===== config.mk =====
export PLATFORM = sky130hd
export DESIGN_NAME = bbm_div
export DESIGN_NICKNAME = d
export VERILOG_FILES = /design/src/rtl/bbm_pkg.sv /design/src/rtl/bbm_div.sv
export SDC_FILE = /design/constraint.sdc
export NUM_CORES = 1
export LEC_CHECK = 0
export BUFFER_PORTS_ARGS = -buffer_cell sky130_fd_sc_hd__buf_4
export CAP_MARGIN = 30
export CORE_MARGIN = 2
export CORE_UTILIZATION = 56
export DETAILED_ROUTE_END_ITERATION = 10
export MAX_ROUTING_LAYER = met4
export PLACE_DENSITY = 0.8
export SLEW_MARGIN = 10
export SYNTH_ARGS = -nofsm -noshare
export SYNTH_HDL_FRONTEND = slang
export SYNTH_SLANG_ARGS = --single-unit

===== constraint.sdc =====
create_clock -name clk_i -period 3.35 [get_ports clk_i]
set_clock_uncertainty 0.05 [all_clocks]
set_input_delay 0.67 -clock clk_i [delete_from_list [all_inputs] [get_ports clk_i]]
set_output_delay 0.67 -clock clk_i [all_outputs]
set_load 0.02 [all_outputs]

===== src/rtl/bbm_pkg.sv =====
`timescale 1ns / 1ps
`default_nettype none
// ----------------------------------------------------------------------------
// Box blur package
// Shared constants, register codes, the per-pixel flag bundle and the helper
// functions that clamp the configuration values.
// ----------------------------------------------------------------------------
package bbm_pkg;

  localparam int DefMaxSide   = 1024;
  localparam int DefMaxWindow = 15;
  localparam int DefPixelBits = 8;

  localparam int ImageSizeW  = 11;
  localparam int WindowSizeW = 4;
  localparam int CfgDataW    = 11;
  localparam int CfgIdxW     = 1;

  localparam int ResetImageSize  = 16;
  localparam int ResetWindowSize = 3;

  localparam logic [CfgIdxW-1:0] RegImageSize  = 1'b0;
  localparam logic [CfgIdxW-1:0] RegWindowSize = 1'b1;

  // Classification of one pixel, made by the front end.
  typedef struct packed {
    logic row_zero;   // first row of the frame
    logic col_zero;   // first column of the row
    logic row_old;    // line store holds the pixel k rows up
    logic col_old;    // recent sums hold the column sum k columns back
    logic emit;       // window is complete, a result follows
    logic frame_end;  // last pixel of the frame
  } bbm_flags_t;

  function automatic int clog2_min1(input int v);
    return (v > 1) ? $clog2(v) : 1;
  endfunction

  function automatic int side_eff(input int raw, input int maxv);
    int n;
    n = raw;
    if (n == 0) n = 1;
    if (n > maxv) n = maxv;
    return n;
  endfunction

  // Window side: clamped, then forced odd by rounding down.
  function automatic int win_eff(input int raw, input int maxv);
    int k;
    k = raw;
    if (k == 0) k = 1;
    if (k > maxv) k = maxv;
    if ((k & 1) == 0) k = k - 1;
    if (k == 0) k = 1;
    return k;
  endfunction

endpackage
`default_nettype wire


===== src/rtl/bbm_div.sv =====
`timescale 1ns / 1ps
`default_nettype none
// ----------------------------------------------------------------------------
// Box blur mean divider
// Serial restoring divider producing floor((2*S + A) / (2*A)), one quotient
// bit per cycle, with an output register toward the result channel.
// ----------------------------------------------------------------------------
module bbm_div #(
  parameter int MAX_SIDE   = bbm_pkg::DefMaxSide,
  parameter int MAX_WINDOW = bbm_pkg::DefMaxWindow,
  parameter int PIXEL_BITS = bbm_pkg::DefPixelBits,
  localparam int CW  = bbm_pkg::clog2_min1(MAX_SIDE),
  localparam int AW  = $clog2(MAX_WINDOW * MAX_WINDOW + 1),
  localparam int WTW = $clog2(MAX_WINDOW * MAX_WINDOW * (2 ** PIXEL_BITS - 1) + 1)
) (
  input  wire logic                  clk_i,
  input  wire logic                  rst_ni,
  input  wire logic                  in_valid_i,
  output logic                       in_ready_o,
  input  wire logic [WTW-1:0]        sum_i,
  input  wire logic [AW-1:0]         area_i,
  input  wire logic [CW-1:0]         col_i,
  input  wire logic [CW-1:0]         row_i,
  input  wire logic                  fend_i,
  output logic                       out_valid_o,
  input  wire logic                  out_ready_i,
  output logic [PIXEL_BITS-1:0]      blurred_o,
  output logic [CW-1:0]              out_col_o,
  output logic [CW-1:0]              out_row_o,
  output logic                       frame_end_o
);
  import bbm_pkg::*;

  localparam int QW  = PIXEL_BITS;
  localparam int NW  = $clog2((2 ** (PIXEL_BITS + 1) - 1) * MAX_WINDOW * MAX_WINDOW + 1);
  localparam int DW  = AW + QW;
  localparam int RW  = (NW > DW) ? NW : DW;
  localparam int CNW = clog2_min1(QW);

  logic           busy_q, done_q, ov_q;
  logic [CNW-1:0] cnt_q;
  logic [RW-1:0]  rem_q, den_q;
  logic [QW-1:0]  quo_q;
  logic [CW-1:0]  col_q, row_q;
  logic           fend_q;

  logic [QW-1:0]  res_q;
  logic [CW-1:0]  ocol_q, orow_q;
  logic           ofend_q;

  logic           load, step, xfer, ge;
  logic [RW-1:0]  num, den0, rem_d;
  logic [QW:0]    qsh;

  assign in_ready_o = !busy_q;
  assign load       = in_valid_i && !busy_q;
  assign step       = busy_q && !done_q;
  assign xfer       = done_q && (!ov_q || out_ready_i);

  always_comb begin
    num   = RW'({sum_i, 1'b0}) + RW'(area_i);
    den0  = RW'({area_i, 1'b0}) << (QW - 1);
    ge    = (rem_q >= den_q);
    rem_d = ge ? rem_q - den_q : rem_q;
    qsh   = {quo_q, ge};
  end

  assign out_valid_o = ov_q;
  assign blurred_o   = res_q;
  assign out_col_o   = ocol_q;
  assign out_row_o   = orow_q;
  assign frame_end_o = ofend_q;

  always_ff @(posedge clk_i) begin
    if (load) begin
      rem_q  <= num;
      den_q  <= den0;
      quo_q  <= '0;
      col_q  <= col_i;
      row_q  <= row_i;
      fend_q <= fend_i;
    end else if (step) begin
      rem_q <= rem_d;
      den_q <= den_q >> 1;
      quo_q <= qsh[QW-1:0];
    end
    if (xfer) begin
      res_q   <= quo_q;
      ocol_q  <= col_q;
      orow_q  <= row_q;
      ofend_q <= fend_q;
    end
  end

  always_ff @(posedge clk_i or negedge rst_ni) begin
    if (!rst_ni) begin
      busy_q <= 1'b0;
      done_q <= 1'b0;
      cnt_q  <= '0;
      ov_q   <= 1'b0;
    end else begin
      if (load) begin
        busy_q <= 1'b1;
        done_q <= 1'b0;
        cnt_q  <= CNW'(QW - 1);
      end else if (step) begin
        if (cnt_q == '0) begin
          done_q <= 1'b1;
        end else begin
          cnt_q <= cnt_q - CNW'(1);
        end
      end else if (xfer) begin
        busy_q <= 1'b0;
        done_q <= 1'b0;
      end
      if (xfer) begin
        ov_q <= 1'b1;
      end else if (out_ready_i) begin
        ov_q <= 1'b0;
      end
    end
  end

endmodule
`default_nettype wire


==> results.tsv <==
stage	metric	value	unit
run_status	status	finished clean	
clock_tree	setup bufs post-CTS	0	
route	DRT Pass-1 Iters	5	
logic_synthesis	register area share after synthesis	59.5	%
final_layout	Reg area	2720	sq um
logic_synthesis	cell taking the most area after synthesis	edfxtp_1	
logic_synthesis	Synth Area per Inst	12.1	sq um
run	max-cap violation count	0	
min_path	worst hold path class	in -> async	
worst_setup_path	Worst Path Buf+Inv	2	
clock_tree	CTS Sinks	97	
floorplanning	Ports	80	
power	register share of total power	36.5	%
grt	grt ovf	0	
place	input/output buffers	79	
logic_synthesis	Post-synth EDFFs	75	
route	total number of vias	3319	
timing	# setup viols final	0	
logic_synthesis	post-synthesis xor/xnor area fraction	4.59	%
logic_synthesis	synth warn	0	
final_layout	share of cells above drive strength 1	23.1	%
worst_setup_path	CP Capture Type	register	
timing	final cycle utilization of the critical path	86.8	%
final_layout	area of the multi-input gates	1730	sq um
route	DRC viols	0	
logic_synthesis	synthesized instance count	377	
timing	Final Hold Viols	0	
timing	Slew Viols, Final	0	
timing	RSZ-0062 raised after global routing	false	
route	DR WL/cell	16.2	um
power	net switching power	2.30	mW
logic_synthesis	synthesized area	4580	sq um
logic_synthesis	Seq cells post-synth	97	
worst_setup_path	WP data arrival	2910	ps
logic_synthesis	Post-Synth Simple-Gate Area	9.84	%
grt	grt met1 use	28.8	%
clock_tree	CTS resizes	0	
clock_tree	CTS tree	done	
final_layout	Ant. Diodes	0	
clock_tree	clk slew on worst S/H paths	100	ps
worst_setup_path	Setup crit start kind	register	
power	Combinational Power Share	51.5	%
power	power share of the clock group	12.0	%
timing	Worst Tran Pin Value	700	ps
floorplanning	initial core utilization	58.6	%
power	Net Sw Frac	40.3	%
worst_setup_path	crit-path cells	inv_1, ha_1, a21oi_1, o21a_1, o21ai_0, a21oi_2, or4_1, nand3_1, buf_4	
route	Final ANT Viol Nets	0	
grt	largest net degree at the start of global routing	33	
route	via/cell ratio	5.78	
worst_setup_path	Crit Path Max Fanout	11	
clock_tree	worst-case clock buffer depth	2	
power	Max VDD drop	456	uV
final_layout	Area Overhead vs Synth	20.1	%
grt	first-pass GRT wire length	14900	um
grt	antenna violations before repair	0	
logic_synthesis	Post-Syn Nets	453	
clock_tree	hold_buf cts	0	
timing	Tmin final	2910	ps
logic_synthesis	most area-consuming cells after synthesis	edfxtp_1 49%, dfxtp_1 7.0%, ha_1 6.8%	
final_layout	Layout Nets	543	
floorplanning	core area	7810	sq um
floorplanning	Die X	94.4	um
timing	Setup TNS Final	0	ps
clock_tree	Root Buffer	clkbuf_8	
logic_synthesis	Synth top area share	49.2	%
floorplanning	Die Area	8910	sq um
logic_synthesis	Synth Area in Adders	7.71	%
grt	Top Usage Layer GRT	met2	
logic_synthesis	largest family of logic cells by synthesized area	compound AO/OA/AOI/OAI gates	
route	DR iter-0 viols	220	
place	gpl congestion	0.958	
logic_synthesis	Async SR Flop Fraction	6.19	%
floorplanning	row count	32	
place	Post-DP Area	5320	sq um
power	pwr dens	1040	nW/um^2
worst_setup_path	Critical-path top delay cell	or4_1	
final_layout	post-route design area	5500	sq um
timing	fmax	0.344	GHz
grt	met3 Use GR	2.39	%
route	drt total wl	9270	um
power	Int Power	3.41	mW
logic_synthesis	Post-synth top flop	edfxtp_1	
timing	Slew HR	53.2	%
final_layout	Fillers	564	
power	Lkg Pwr	2.23	nW
logic_synthesis	synth unique cells	49	
clock_tree	CTS Buf Count	9	
logic_synthesis	post-synthesis mux area share	0.656	%
floorplanning	Die Y	94.4	um
worst_setup_path	max incr delay on CP	510	ps
worst_setup_path	Setup CP Type	reg -> reg	
worst_setup_path	Worst EP required	3360	ps
grt	GRT Total Usage	22.5	%
worst_setup_path	family with the most delay on the worst path	simple AND/OR/NAND/NOR gates	
grt	vias in the first global route	3156	
clock_tree	clk_lat worst skew	360	ps
clock_tree	H-tree lvl count	3	
grt	met2 Use GR	36.9	%
place	detailed placer's ending HPWL	6930	um
logic_synthesis	compound-gate portion of the synthesized area	15.1	%
-- routing by layer --
layer | share of wire [%] | up-vias
met4 | 2.1 | 0
met1 | 44 | 1561
li1 | - | 1587
met3 | 6.9 | 16
met2 | 47 | 155
met5 | 0 | -
-- synthesized netlist by cell type (all sizes together) (2+ instances only) --
master,number
a211o,2
a211oi,4
a21o,8
a21oi,22
a22o,14
and2,4
and3,2
clkbuf,6
dfrtp,6
dfxtp,16
edfxtp,75
fa,2
ha,25
inv,26
mux2i,3
nand2,33
nand2b,4
nand3,12
nand4,4
nor2,20
nor2b,3
nor3,5
nor4,4
o211a,2
o211ai,3
o21a,7
o21ai,25
o21bai,2
o31a,2
o31ai,3
or4,2
xnor2,17
xor2,7
-- flip-flops by register name (all words and copies together) (netlist names), 3 cells and up --
register   flops
col_q         10
out_row_o     10
blurred_o      8
cnt_q          3
den_q         16
row_q         10
rem_q         17
quo_q          8
out_col_o     10
-- final timing paths --
path                                from      endpoint  slack (ps)  depth (start not counted)
max in group asynchronous         rst_ni        busy_q        3070                          1
min in group clk_i              col_q[5]  out_col_o[5]         370                          0
worst max register to register  den_q[8]      rem_q[6]         440                          9
worst max-delay path            den_q[8]      rem_q[6]         440                          9
worst min-delay path              rst_ni   out_valid_o          60                          1
worst min register to register  col_q[5]  out_col_o[5]         370                          0
-- per-stage QoR --
stage / total power [mW] / util, % / std cells / setup WS, ps / hold WS [ps]
after floorplan: 4.24 / - / 377 / 751 / 324
after global placement: 4.87 / 68.1 / 558 / 518 / 351
after detailed placement: 4.98 / 68.1 / 558 / 466 / 355
after CTS: 5.69 / 70.4 / 574 / 430 / 50.9
after global routing: 6.12 / 70.4 / 574 / 292 / 48.5
final: 5.71 / 70.4 / 574 / 443 / 58.6
-- cell families (layout without fill, tap and decap cells) --
group	after synthesis	count (layout)
muxes	3	3
adders and majority gates	27	27
and+or+nand+nor	94	94
xor gates and xnor gates	24	24
DFF	97	97
AOI/OAI and AO/OA	100	100
buffers and inverters	32	127
-- layout make-up --
type | count | area share [%]
inverters | 26 | 1.77
multi-input cells | 248 | 31.5
clock buffers | 10 | 2.32
clock inverters | 6 | 0.933
well taps | 102 | 2.32
repair buffers | 85 | 11.6
flip-flops and latches | 97 | 49.5
-- power by group through the flow --
stage | registers, mW | clock network [mW] | logic, mW
final | 2.09 | 0.683 | 2.94
after global routing | 2.12 | 0.748 | 3.25
after CTS | 2.09 | 0.696 | 2.90
after detailed placement | 2.11 | 0 | 2.87
after global placement | 2.09 | 0 | 2.78
after floorplan | 2.14 | 0 | 2.10
-- cell usage in the layout, fill, tap and decap left out, types with 3 or more instances in the layout --
master,count
o21ai_1,15
clkinvlp_4,3
nor4_1,4
a211oi_1,4
dfrtp_1,6
edfxtp_1,75
nand2b_1,4
nor2_1,19
nor3_1,5
nand2_1,33
inv_1,23
dfxtp_1,16
o31ai_1,3
o21ai_0,9
xnor2_1,17
buf_4,85
nand4_1,4
ha_1,25
inv_2,3
o21a_1,7
clkbuf_8,9
a21o_1,8
mux2i_1,3
a21oi_1,21
xor2_1,7
a22o_1,14
nand3_1,12
o211ai_1,3
Note: power is estimated with default switching activity, not from simulation.
