### config.mk
export PLATFORM = sky130hd
export DESIGN_NAME = bbm_fifo
export DESIGN_NICKNAME = d
export VERILOG_FILES = /design/src/rtl/bbm_pkg.sv /design/src/rtl/bbm_fifo.sv
export SDC_FILE = /design/constraint.sdc
export NUM_CORES = 1
export LEC_CHECK = 0
export BUFFER_PORTS_ARGS = -buffer_cell sky130_fd_sc_hd__buf_2
export CORE_MARGIN = 2
export CORE_UTILIZATION = 48
export DETAILED_ROUTE_END_ITERATION = 8
export PLACE_DENSITY = 0.81
export SYNTH_ARGS = -nofsm -noshare
export SYNTH_HDL_FRONTEND = slang
export SYNTH_SLANG_ARGS = --single-unit
### constraint.sdc
create_clock -name clk_i -period 1.5 [get_ports clk_i]
set_input_delay 0.3 -clock clk_i [delete_from_list [all_inputs] [get_ports clk_i]]
set_output_delay 0.3 -clock clk_i [all_outputs]
set_load 0.005 [all_outputs]
### src/rtl/bbm_pkg.sv
`timescale 1ns / 1ps
`default_nettype none
// ----------------------------------------------------------------------------
// Box blur package
// Shared constants, register codes, the per-pixel flag bundle and the helper
// functions that clamp the configuration values.
// ----------------------------------------------------------------------------
package bbm_pkg;

  localparam int DefMaxSide   = 1024;
  localparam int DefMaxWindow = 15;
  localparam int DefPixelBits = 8;

  localparam int ImageSizeW  = 11;
  localparam int WindowSizeW = 4;
  localparam int CfgDataW    = 11;
  localparam int CfgIdxW     = 1;

  localparam int ResetImageSize  = 16;
  localparam int ResetWindowSize = 3;

  localparam logic [CfgIdxW-1:0] RegImageSize  = 1'b0;
  localparam logic [CfgIdxW-1:0] RegWindowSize = 1'b1;

  // Classification of one pixel, made by the front end.
  typedef struct packed {
    logic row_zero;   // first row of the frame
    logic col_zero;   // first column of the row
    logic row_old;    // line store holds the pixel k rows up
    logic col_old;    // recent sums hold the column sum k columns back
    logic emit;       // window is complete, a result follows
    logic frame_end;  // last pixel of the frame
  } bbm_flags_t;

  function automatic int clog2_min1(input int v);
    return (v > 1) ? $clog2(v) : 1;
  endfunction

  function automatic int side_eff(input int raw, input int maxv);
    int n;
    n = raw;
    if (n == 0) n = 1;
    if (n > maxv) n = maxv;
    return n;
  endfunction

  // Window side: clamped, then forced odd by rounding down.
  function automatic int win_eff(input int raw, input int maxv);
    int k;
    k = raw;
    if (k == 0) k = 1;
    if (k > maxv) k = maxv;
    if ((k & 1) == 0) k = k - 1;
    if (k == 0) k = 1;
    return k;
  endfunction

endpackage
`default_nettype wire

### src/rtl/bbm_fifo.sv
`timescale 1ns / 1ps
`default_nettype none
// ----------------------------------------------------------------------------
// Box blur pixel queue
// Two-entry queue that decouples the front end from the back end.
// ----------------------------------------------------------------------------
module bbm_fifo #(
  parameter int WIDTH = 8
) (
  input  wire logic             clk_i,
  input  wire logic             rst_ni,
  input  wire logic             in_valid_i,
  output logic                  in_ready_o,
  input  wire logic [WIDTH-1:0] in_data_i,
  output logic                  out_valid_o,
  input  wire logic             out_ready_i,
  output logic [WIDTH-1:0]      out_data_o
);
  import bbm_pkg::*;

  localparam int Depth = 2;
  localparam int PtrW  = $clog2(Depth);
  localparam int CntW  = $clog2(Depth + 1);

  logic [WIDTH-1:0] mem_q [Depth];
  logic [PtrW-1:0]  wptr_q, rptr_q;
  logic [CntW-1:0]  cnt_q;
  logic             push, pop;

  assign in_ready_o  = (cnt_q != CntW'(Depth));
  assign out_valid_o = (cnt_q != '0);
  assign out_data_o  = mem_q[rptr_q];
  assign push        = in_valid_i && in_ready_o;
  assign pop         = out_valid_o && out_ready_i;

  always_ff @(posedge clk_i) begin
    if (push) begin
      mem_q[wptr_q] <= in_data_i;
    end
  end

  always_ff @(posedge clk_i or negedge rst_ni) begin
    if (!rst_ni) begin
      wptr_q <= '0;
      rptr_q <= '0;
      cnt_q  <= '0;
    end else begin
      if (push) wptr_q <= wptr_q + PtrW'(1);
      if (pop)  rptr_q <= rptr_q + PtrW'(1);
      if (push && !pop) begin
        cnt_q <= cnt_q + CntW'(1);
      end else if (pop && !push) begin
        cnt_q <= cnt_q - CntW'(1);
      end
    end
  end

endmodule
`default_nettype wire

==> results of run 1 <==
==> logic make-up (layout without fill, tap and decap cells) <==
group | after synthesis | after routing
DFF | 20 | 20
buffers and inverters | 2 | 35
xor gates and xnor gates | 5 | 5
muxes | 8 | 8
and+or+nand+nor | 7 | 7
adders and majority gates | 1 | 1
==> timing repair <==
item / CTS / global route
pin swaps: 0 / 1
hold buffers: 1 / 0
gates cloned: 0 / 0
gates resized for setup: 3 / 5
setup endpoints to repair: 8 / 9
endpoints found under the hold margin: 4 / 0
setup buffers: 4 / 2
==> final cells by class <==
cell class                      instances  area share (%)
Timing Repair Buffer                   30            18.4
Clock buffer                            4            2.56
Sequential cell                        20            56.7
Inverter                                1           0.366
Tap cell                               16            1.95
Multi-Input combinational cell         21            20.0
==> critical path: cells and delay by family (launching register included) <==
| kind | cells | cell delay (ns) |
|---|---|---|
| muxes | 1 | 0.33 |
| DFF | 1 | 0.41 |
| buffers and inverters | 2 | 0.23 |
==> synthesized netlist by cell type <==
cell type   n
and3_1      1
buf_2       1
nand2_4     1
nand2_1     1
edfxtp_1   16
nand2b_4    1
ha_1        1
inv_1       1
xnor2_1     3
nor2_1      2
mux2_2      8
dfrtp_1     4
or2_4       1
xor2_1      2
==> power by group <==
| part | internal [uW] | total (uW) | switching [uW] |
|---|---|---|---|
| Clock | 103 | 247 | 144 |
| Sequential | 779 | 867 | 88.1 |
| Combinational | 480 | 784 | 304 |
| Total | 1360 | 1900 | 536 |
==> stage by stage <==
step           setup TNS, ns  cell area, sq um  util, %  total power [uW]  cells
2_1_floorplan              0               787        -              1280     43
3_3_place_gp               0               922     60.5              1470     81
3_5_place_dp               0               922     60.5              1500     81
4_1_cts               -0.285               990     64.9              1820     90
5_1_grt               -0.912              1030     67.3              2020     92
6_report              -0.397              1030     67.3              1900     92
==> state kept, by name (all words and copies together) (netlist names) <==
signal and count:
mem_q 16, cnt_q 2, rptr_q 1, wptr_q 1
==> final timing paths <==
path	start	endpoint	slack, ns	cells after the start
worst min-delay path	in_data_i[0]	mem_q[0][0]	0.20	1
worst max-delay path	rptr_q	out_data_o[1]	-0.06	3
worst max register to register	cnt_q[1]	cnt_q[1]	0.12	6
min in group asynchronous	rst_ni	cnt_q[0]	0.35	2
max in group asynchronous	rst_ni	rptr_q	1.02	2
worst min register to register	wptr_q	wptr_q	0.51	1
==> per-layer routing <==
metal / vias up / part of all wire (%) / global-route usage [%]
met1: 232 / 41 / 15.3
met2: 12 / 53 / 22.9
met4: 0 / 1.7 / 7.27
li1: 219 / - / -
met5: - / 0 / 0
met3: 2 / 4.0 / 2.86
==> results.cfg, run 1 <==
[synth]
synth_cell_types = 14
ys_ff_latch = 20
synthMuxAreaShare_pct = 11.4
synth_xor_area_share_pct = 5.56
synth-compound-area-share_pct = 0
yosysSeqAreaShare_pct = 73.8
syn_area_sq_um = 787
yosysTopAreaCell = edfxtp_1
synth_top_family_by_area = multiplexers
yosys.area_share.simple_pct = 6.52
netlist_instances = 43
avgSynthCellArea_sq_um = 18.3
synth_top_area_share_pct = 61.0
ys_warn_count = 0
synth_fa_ha_area_share_pct = 1.59
synth_area_leaders = edfxtp_1, dfrtp_1, mux2_2
syn_nets = 56

[floorplanning]
core.rowCount = 14
core_area_sq_um = 1520
die_x_microns = 44.5
dieArea_sq_um = 1980
io_pins = 22
initial_core_util_pct = 51.6
fp.dieH_microns = 44.5

[timing]
worst_slack_ns = -0.0573
max-slew-margin-rel_pct = 73.1
worst_hold_slack_ns = 0.200
finClkSkew_ns = 0.00434
fin_crit_sh_pct = 104
fmaxAchievable_mhz = 642
hold_viol_final = 0
setup_viol = 8
drv_slew = 0
tightest_slew_ns = 0.404
finalCriticalPeriod_ns = 1.56
rsz0062_at_grt = yes

[setup_path]
slowest_stage = dfrtp_2
cp.required_ns = 1.20
cp-end-kind = primary output
cpMostUsedCell = buf_6
crit_chain = buf_6, mux2_2, buf_6
cp.arrival_ns = 1.26
cp-start-kind = flop
cp_max_fo = 4
slowest_delay_ns = 0.41
worstSetupPathType = flop to primary output

[detailed_routing]
routedWlPerCell_microns = 12.4
drtAntennaViolNets = 0
vias_per_cell = 5.05
dr.pass1.iters = 4
drt_iter0_markers = 14
drcViolationCount = 0
route.vias.total = 465
routed_wl_microns = 1140

[layout]
final_cell_mix = buf_2, edfxtp_1, mux2_2
seq_area_sq_um = 582
diodes = 0
layout_commonest_cell = buf_2
fillers = 118
area_growth_pct = 30.4
drive_gt1_share_pct = 59.2
multi_input_area_sq_um = 205
nNetsFinal = 90

[power_and_ir_drop]
max-vdd-ir-drop_v = 0.00108
p_leak_uw = 0.000433
powerDensity_nw_per_um2 = 1850

[global_route]
grt_pass1_vias = 459
grt_pass1_wl_microns = 1860
antenna_found_initial = 0
grt_overflow = 0
grt_start_max_net_pins = 12
track_usage_pct = 13.3

[clock_tree]
numClockSinks = 20
clk_pin_slew_ns = 0.10
tritoncts = done
cts_buffers = 3
clockBufferDepth = 2
clock_latency_ns = 0.28
cts_max_level = 1
clockRootBuffer = clkbuf_4

[run_status]
status = complete, but fails checks
violations = negative setup slack

[hold_path]
min_path_type = input port to flop

[job]
maxCapViolations = 0

[place]
hpwl_microns = 807
place_ws_ns = 0.0795
gp_congestion = 0.705
io_buffers = 21
Power figures use the tool's default switching activity.
==> run 2, diff against run 1 <==
PLACE_DENSITY = 0.74   (was 0.81)
==> run 2 against run 1 <==
Net effect:
- the run still ends with negative setup slack left
- critical path depth did not move
- non-clock buffer count decreased by 1
- highest routed layer is now met3
- first-iteration DRC count fell by 86%
- sequential power about the same
- clock power rose by 2%
- final area decreased by 1.8%
- clock-buffer cell count unchanged
==> results.cfg, run 2 (synthesis results as in run 1) <==
[job]
maxCapViolations = 0

[clock_tree]
clockRootBuffer = clkbuf_4
cts_max_level = 1
cts_buffers = 3
clockBufferDepth = 2
numClockSinks = 20
clk_pin_slew_ns = 0.11
clock_latency_ns = 0.29
tritoncts = done

[setup_path]
critPathTopFamily = flip-flops
worstSetupPathType = flop to primary output
crit_chain = buf_6, mux2_2, buf_2
cp_max_fo = 5
cp-end-kind = primary output
path_buf_inv = 2
cp.required_ns = 1.20
cp-start-kind = flop
slowest_stage = dfrtp_2
slowest_delay_ns = 0.39
cp.arrival_ns = 1.25

[timing]
rsz0062_at_grt = yes
tightest_slew_ns = 0.400
finalCriticalPeriod_ns = 1.55
fin_setup_tns_ns = -0.265
finClkSkew_ns = 0.00884
setup_viol = 8
max-slew-margin-rel_pct = 73.4
fmaxAchievable_mhz = 646
drv_slew = 0
fin_crit_sh_pct = 103
hold_viol_final = 0
worst_slack_ns = -0.0483

[layout]
largest_reg_flops = 16
largest_register = mem_q
fillers = 113
layout_commonest_cell = buf_2
fin_area_sq_um = 1010
multi_input_area_sq_um = 200
drive_gt1_share_pct = 58.7
seq_area_sq_um = 582
area_growth_pct = 28.0
final_cell_mix = buf_2, edfxtp_1, mux2_2
diodes = 0
fin_util_pct = 66.1
nNetsFinal = 89
instances_no_fill = 91
reg_top3 = mem_q x16, cnt_q x2

[run_status]
status = complete, but fails checks
violations = negative setup slack

[place]
hpwl_microns = 959
gp_congestion = 0.681
io_buffers = 21
dp.cells = 81
placed_area_sq_um = 922

[global_route]
grt_pass1_wl_microns = 2190
track_usage_pct = 15.7
grt_pass1_vias = 518
grt_overflow = 0
antenna_found_initial = 0
grt_start_max_net_pins = 12

[floorplanning]
die_x_microns = 44.5
core_area_sq_um = 1520
dieArea_sq_um = 1980
core.rowCount = 14
io_pins = 22
fp.dieH_microns = 44.5
initial_core_util_pct = 51.6

[power_and_ir_drop]
p_leak_uw = 0.000424
power_uw = 1880
powerDensity_nw_per_um2 = 1860
max-vdd-ir-drop_v = 0.00122

[detailed_routing]
drt_iter0_markers = 2
drtAntennaViolNets = 0
dr.pass1.iters = 2
route.vias.total = 453
routed_wl_microns = 1320
vias_per_cell = 4.98
routedWlPerCell_microns = 14.5
drcViolationCount = 0

[hold_path]
min_path_type = input port to flop
run 2: worst paths after layout:
kind,slack (ns),depth (start not counted),start,end
worst max-delay path,-0.05,3,rptr_q,out_data_o[5]
worst min-delay path,0.19,1,in_data_i[6],mem_q[1][6]
worst max register to register,0.09,6,cnt_q[1],cnt_q[1]
worst min register to register,0.52,1,wptr_q,wptr_q
max in group asynchronous,1.01,2,rst_ni,rptr_q
min in group asynchronous,0.36,2,rst_ni,cnt_q[1]
run 2: where the power goes:
part | switching, uW | internal, uW | total (uW)
combinational | 312 | 448 | 760
clock | 148 | 103 | 251
sequential | 86.9 | 779 | 866
run 2: cell type report:
type                    count  share of cell area (%)
repair buffers             29                    17.4
multi-input cells          21                    19.9
well taps                  16                    1.99
inverters                   1                   0.373
flip-flops and latches     20                    57.8
clock buffers               4                    2.61
run 2: metal layers:
layer	GRT usage, %	routed length [microns]	vias to the layer above
met5	0	0	-
met4	3.64	0	0
met3	2.45	52	0
met2	30.7	743	10
met1	17.5	523	222
li1	-	-	221
run 2: metrics by stage:
stage,setup slack (ns),hold slack [ns]
floorplan,0.130,0.00441
global placement,0.125,0.112
detailed placement,0.0599,0.113
CTS,-0.0544,0.184
global route,-0.0909,0.173
finish,-0.0483,0.190
run 2: worst reg2reg max path, delay by kind of cell, from the launching register on:
family	cells	cell delay (ns)
DFF	1	0.46
xor gates and xnor gates	2	0.29
and+or+nand+nor	3	0.41
adders and majority gates	1	0.15
run 2: repair_timing:
item | in CTS | in global routing
gates cloned | 0 | 0
buffers inserted | 3 | 2
hold endpoints to repair | 4 | 0
hold buffers | 1 | 0
setup endpoints to repair | 8 | 9
resized for setup | 5 | 1
